--- src/rtl/krt_pkg.sv ---
// shared types and constants for the keyed record table
// no dependencies
package krt_pkg;

  localparam int DEF_TABLE_ENTRIES = 64;

  localparam int CMD_W   = 3;
  localparam int KEY_W   = 64;
  localparam int PHONE_W = 64;
  localparam int ADDR_W  = 64;
  localparam int AGE_W   = 8;
  localparam int STAT_W  = 2;
  localparam int HIT_W   = 6;
  localparam int COUNT_W = 7;

  typedef enum logic [CMD_W-1:0] {
    CMD_ADD      = 3'd0,
    CMD_SEARCH   = 3'd1,
    CMD_DELETE   = 3'd2,
    CMD_SET_PHONE = 3'd3,
    CMD_SET_ADDR = 3'd4,
    CMD_SET_AGE  = 3'd5
  } cmd_e_t;

  typedef enum logic [STAT_W-1:0] {
    STAT_OK      = 2'd0,
    STAT_MISSING = 2'd1,
    STAT_FULL    = 2'd2
  } status_e_t;

  typedef enum logic [2:0] {
    ST_IDLE,
    ST_ADD,
    ST_SCAN,
    ST_WRITE,
    ST_SHIFT,
    ST_REPLY
  } state_t;

  typedef struct packed {
    logic [KEY_W-1:0]   key;
    logic [PHONE_W-1:0] phone;
    logic [ADDR_W-1:0]  address;
    logic [AGE_W-1:0]   age;
  } rec_t;

  // commands from controller to datapath
  typedef struct packed {
    logic   load;
    logic   add;
    logic   scan;
    logic   write_hit;
    logic   shift;
    cmd_e_t cmd;
  } ctl_t;

  // status from datapath to controller
  typedef struct packed {
    logic match;
    logic scan_miss;
    logic shift_done;
  } dp_stat_t;

endpackage

--- src/rtl/krt_ctrl.sv ---
// controller state machine for the keyed record table
// depends on krt_pkg
module krt_ctrl (
  input  logic                       clk,
  input  logic                       rst,
  input  logic                       start,
  input  logic [krt_pkg::CMD_W-1:0]  command,
  input  krt_pkg::dp_stat_t          stat,
  output krt_pkg::ctl_t              ctl,
  output logic                       busy,
  output logic                       done
);
  import krt_pkg::*;

  state_t state, state_next;
  cmd_e_t cmd_r, cmd_r_next;

  always_ff @(posedge clk) begin
    if (rst) begin
      state <= ST_IDLE;
    end else begin
      state <= state_next;
    end
  end

  always_ff @(posedge clk) begin
    cmd_r <= cmd_r_next;
  end

  always_comb begin
    state_next    = state;
    cmd_r_next    = cmd_r;
    ctl           = '0;
    ctl.cmd       = cmd_r;
    done          = 1'b0;
    busy          = (state != ST_IDLE);
    unique case (state)
      ST_IDLE: begin
        if (start) begin
          ctl.load   = 1'b1;
          cmd_r_next = cmd_e_t'(command);
          unique case (command) inside
            CMD_ADD: state_next = ST_ADD;
            CMD_SEARCH, CMD_DELETE, CMD_SET_PHONE, CMD_SET_ADDR, CMD_SET_AGE:
              state_next = ST_SCAN;
            default: state_next = ST_REPLY;
          endcase
        end
      end
      ST_ADD: begin
        ctl.add    = 1'b1;
        state_next = ST_REPLY;
      end
      ST_SCAN: begin
        ctl.scan = 1'b1;
        if (stat.match) begin
          if (cmd_r == CMD_DELETE) begin
            state_next = ST_SHIFT;
          end else if (cmd_r == CMD_SEARCH) begin
            state_next = ST_REPLY;
          end else begin
            state_next = ST_WRITE;
          end
        end else if (stat.scan_miss) begin
          state_next = ST_REPLY;
        end
      end
      ST_WRITE: begin
        ctl.write_hit = 1'b1;
        state_next    = ST_REPLY;
      end
      ST_SHIFT: begin
        ctl.shift = 1'b1;
        if (stat.shift_done) begin
          state_next = ST_REPLY;
        end
      end
      ST_REPLY: begin
        done       = 1'b1;
        state_next = ST_IDLE;
      end
      default: state_next = ST_IDLE;
    endcase
  end

endmodule

--- config.mk ---
export PLATFORM = sky130hd
export DESIGN_NAME = krt_ctrl
export DESIGN_NICKNAME = d
export VERILOG_FILES = /design/src/rtl/krt_pkg.sv /design/src/rtl/krt_ctrl.sv
export SDC_FILE = /design/constraint.sdc
export NUM_CORES = 1
export LEC_CHECK = 0
export BUFFER_PORTS_ARGS = -buffer_cell sky130_fd_sc_hd__buf_2
export CORE_AREA = 2 2 39 41
export DETAILED_ROUTE_END_ITERATION = 8
export DIE_AREA = 0 0 41 43
export PLACE_DENSITY_LB_ADDON = 0.08
export SYNTH_ARGS = -nofsm -noshare
export SYNTH_HDL_FRONTEND = slang
export SYNTH_SLANG_ARGS = --single-unit
--- constraint.sdc ---
create_clock -name clk -period 2.2 [get_ports clk]
set_input_delay 0 -clock clk [delete_from_list [all_inputs] [get_ports clk]]
set_output_delay 0 -clock clk [all_outputs]
set_load 0.03 [all_outputs]
### Word level (Yosys, flattened, before mapping)

Index checks and enable logic that the tools add are counted.

| storage, ports and cells | value |
|---|---|
| flip-flop bits (word level) | 6 |
| bits in latches | 0 |
| memory bits (writable) | 0 |
| bits in read-only memories | 0 |
| input port bits | 9 |
| memories | 0 |

| cells by class | value |
|---|---|
| add/sub/neg operators | 0 |
| multiply operators | 0 |
| divide/modulo/power cells | 0 |
| $lt $le $gt $ge | 0 |
| eq/ne operators | 15 |
| shifts and indexed selects | 0 |
| multiplexer cells | 15 |
| bitwise gates (word level) | 0 |
| reduce and logical (&&, ||, !) cells | 7 |

Operator list:

| operator | count |
|---|---|
| $mux W3 | 6 |
| $eq A3 B2 Y1 const B | 5 |
| $eq A3 B3 Y1 const B | 4 |
| $pmux W3 S4 | 1 |
| $eq A3 B1 Y1 const B | 3 |
| $mux W1 | 7 |
| $logic_not A3 Y1 | 2 |
| $pmux W3 S2 | 1 |
| $reduce_or A5 Y1 | 1 |
| $ne A2 B2 Y1 const B | 2 |
| $ne A3 B3 Y1 const B | 1 |
| $reduce_and A3 Y1 | 1 |
| $reduce_bool A3 Y1 | 1 |
| $reduce_and A2 Y1 | 1 |
| $reduce_or A2 Y1 | 1 |

### Logic depth before layout (Yosys ltp)

| depth | value |
|---|---|
| depth in word-level cells | 5 |
| gate-level depth with buffers | 4 |
| gate-level depth less buffers | 3 |

### Least setup slack after synthesis

OpenSTA, ideal clock, no wires.

| timing path | value |
|---|---|
| path kind | register to register |
| start point | register state[0] |
| end point | register cmd_r[0], enable pin |
| library setup time | 0.321 ns |
| data arrival time | 0.970 ns |
| slack | 0.909 ns |
| stages on the path, launching flop included | 4 |
| path buffers | 1 |
| clock period less this slack | 1.291 ns |
| path through | dfxtp_1 -> buf_6 -> nor3_1 -> and2_2 |

| between the ends | value |
|---|---|
| cells in the longest elaborated chain, start to end | 2 |

RTL lines:

| element | RTL line | RTL |
|---|---|---|
| start: declaration | krt_ctrl.sv:15 | `state_t state, state_next;` |
| start signal: assignment | krt_ctrl.sv:22 | `state <= state_next;` |
| $logic_not A3 Y1 | krt_ctrl.sv:37 | `unique case (state)` |
| $reduce_and A2 Y1 (no source line) | - |  |
| end signal: assignment | krt_ctrl.sv:27 | `cmd_r <= cmd_r_next;` |
| end: declaration | krt_ctrl.sv:16 | `cmd_e_t cmd_r, cmd_r_next;` |

No other way between the ends.
A chain may end at the register's enable or synchronous reset.

==> flow_summary.toml <==
[hold_path]
hold_path.class = "input port to flop"
holdPathStages = 3
min_from = "rst"

[worst_setup_path]
start_kind = "flop"
worstSetupPathDepth = 3
path_cells = "nor3_1 > and2_2 > buf_2"
r2r_slack_ps = 890
required_ps = 2200
cp.arrival_ps = 1390
startpoint = "state[0]"
critPathTopFamily = "simple AND/OR/NAND/NOR gates"
worst_r2r_path_depth = 3
critPathSlowestCell = "dfxtp_1"
crit_path_max_fanout = 11
worst-path-buf-inv = 1
path_class = "flop to output pin"
cpPeakStageDelay_ps = 390
r2r-start = "state[2]"
cp-end-kind = "output pin"

[outcome]
status = "finished, final reports clean"

[logic_synthesis]
synth_top_area_share_pct = 21.1
synthesis.nets = 54
yosys_most_used_dff = "edfxtp_1"
yosysWarnings = 0
ys_types = 29
synth.area.top_cells = "edfxtp_1 21%, dfxtp_1 14%, and3_2 5.3%"
synth_area_per_cell_um2 = 9.48
synth-seq-cells = 6
synth_common_cells = "4 x inv_1, 4 x nor3_1"
syn-cell-area_um2 = 427
synthCells = 45
synth.largest_area_cell = "edfxtp_1"
synth_edf_count = 3
ys_seq_area_share_pct = 35.2
postSynth.asyncResetShare_pct = 0

[cells_and_area]
drive_above_1_share_pct = 41.2
nNetsFinal = 78
area_growth_pct = 32.8
n_antenna_cell = 0
final_area_um2 = 567
fin_cells = 84

[floorplan]
dieWidth_um = 41
die-height_um = 43
coreArea_um2 = 1380
core.rowCount = 14
die-area_um2 = 1760
ioPinCount = 19
initial_core_util_pct = 30.8

[sta]
fin_crit_ps = 1390
finalCritPeriodShare_pct = 63.4
drv_slew = 0
hold_viol = 0
tightest_slew_ps = 343
setup_viol = 0
finalClockSkew_ps = 1.06
rsz0062_at_grt = "false"
whs_ps = 114
fmax_ghz = 0.717
setup_tns_ps = 0
max-slew-margin-rel_pct = 76.8

[grt]
grt_start_max_net_pins = 13
grt_pass1_wl_um = 1540
antenna_found_initial = 0
grt_pass1_vias = 352
grt_overflow = 0
grt_usage_pct = 12.8

[cts]
clock_latency_ps = 240
cts.htree.levels = 1
cts_tree = "yes"
cts_root_buf = "clkbuf_4"
cts.reportedPaths.clkPinSlew_ps = 50
cts_buffer_depth = 2
cts_setup_buffers = 0
cts_buffers = 3
cts_sinks = 6
ctsHoldBuffers = 3
ctsResizeCount = 0

[detailed_routing]
viasPerCell = 5.21
wire_per_inst_um = 12.3
ant_nets = 0
vias = 438
wl_um = 1040
route.detailed.drc = 0
dr.first_iter.drc_count = 17
first_pass_iters = 4

[placed_design]
dpl-instance-area_um2 = 510
dpl.cell_count = 77
io_buffers = 18
dp_hpwl_um = 753
gp_congestion = 0.787

[run]
maxCapViolCount = 0

[power]
ir_drop_v = 0.000639
power_density_nw_per_um2 = 1320
p_leak_nw = 0.259
==> state kept, by name, indices dropped and copies added (netlist names) <==
signal,cells
cmd_r,3
state,3
==> where the power goes <==
part | switching (W) | leakage (nW) | internal [W]
registers | 0.0000602 | 0.0531 | 0.000163
logic | 0.000256 | 0.191 | 0.000155
clock network | 0.0000448 | 0.0150 | 0.0000690
==> tightest hold or removal path, cell delays in order <==
cell and delay, ps:
buf_2 140, nor2_1 60, o2111a_1 110
==> cell families after synthesis <==
kind of cell | count (synthesis) | share of synthesized area, %
muxes | 1 | 2.64
buffers and inverters | 6 | 9.68
and+or+nand+nor | 21 | 31.7
xor gates and xnor gates | 1 | 2.05
AOI/OAI and AO/OA | 10 | 18.8
DFF | 6 | 35.2
==> placed cells by master (no fill, tap or decap), drive strengths merged, types with 2 or more instances in the layout <==
master       Yosys  layout
and3             3       3
buf              2      18
clkbuf           0       4
dfxtp            3       3
dlygate4sd3      0       3
edfxtp           3       3
inv              4       4
nand2b           2       2
nor2             3       3
nor3             4       4
o22ai            2       2
or3              2       2
==> stage by stage <==
| step | utilization [%] | setup WS, ps | total power, W |
|---|---|---|---|
| after floorplan | - | 909 | 0.000557 |
| after global placement | 36.9 | 869 | 0.000638 |
| after detailed placement | 36.9 | 886 | 0.000633 |
| after CTS | 41.0 | 799 | 0.000751 |
| after global routing | 41.0 | 708 | 0.000803 |
| final | 41.0 | 805 | 0.000748 |
==> final timing paths <==
path,endpoint
max,ctl[7]
min,state[0]
max reg2reg,state[1]
min reg2reg,state[1]
==> final cells by class <==
cell class | instances | area (um^2)
fill | 152 | 817
multi-input combinational | 33 | 235
sequential | 6 | 150
timing repair buffer | 21 | 120
clock buffer | 4 | 26.3
tap | 16 | 20.0
inverter | 4 | 15.0
==> layer usage <==
metal	global-route usage, %	vias up	share of wire (%)
met1	19.0	195	48
met4	8.00	0	1.9
met2	15.6	24	41
li1	-	215	-
met3	3.66	4	8.6
met5	0	-	0
No activity file was read; power rests on OpenSTA's default activity.
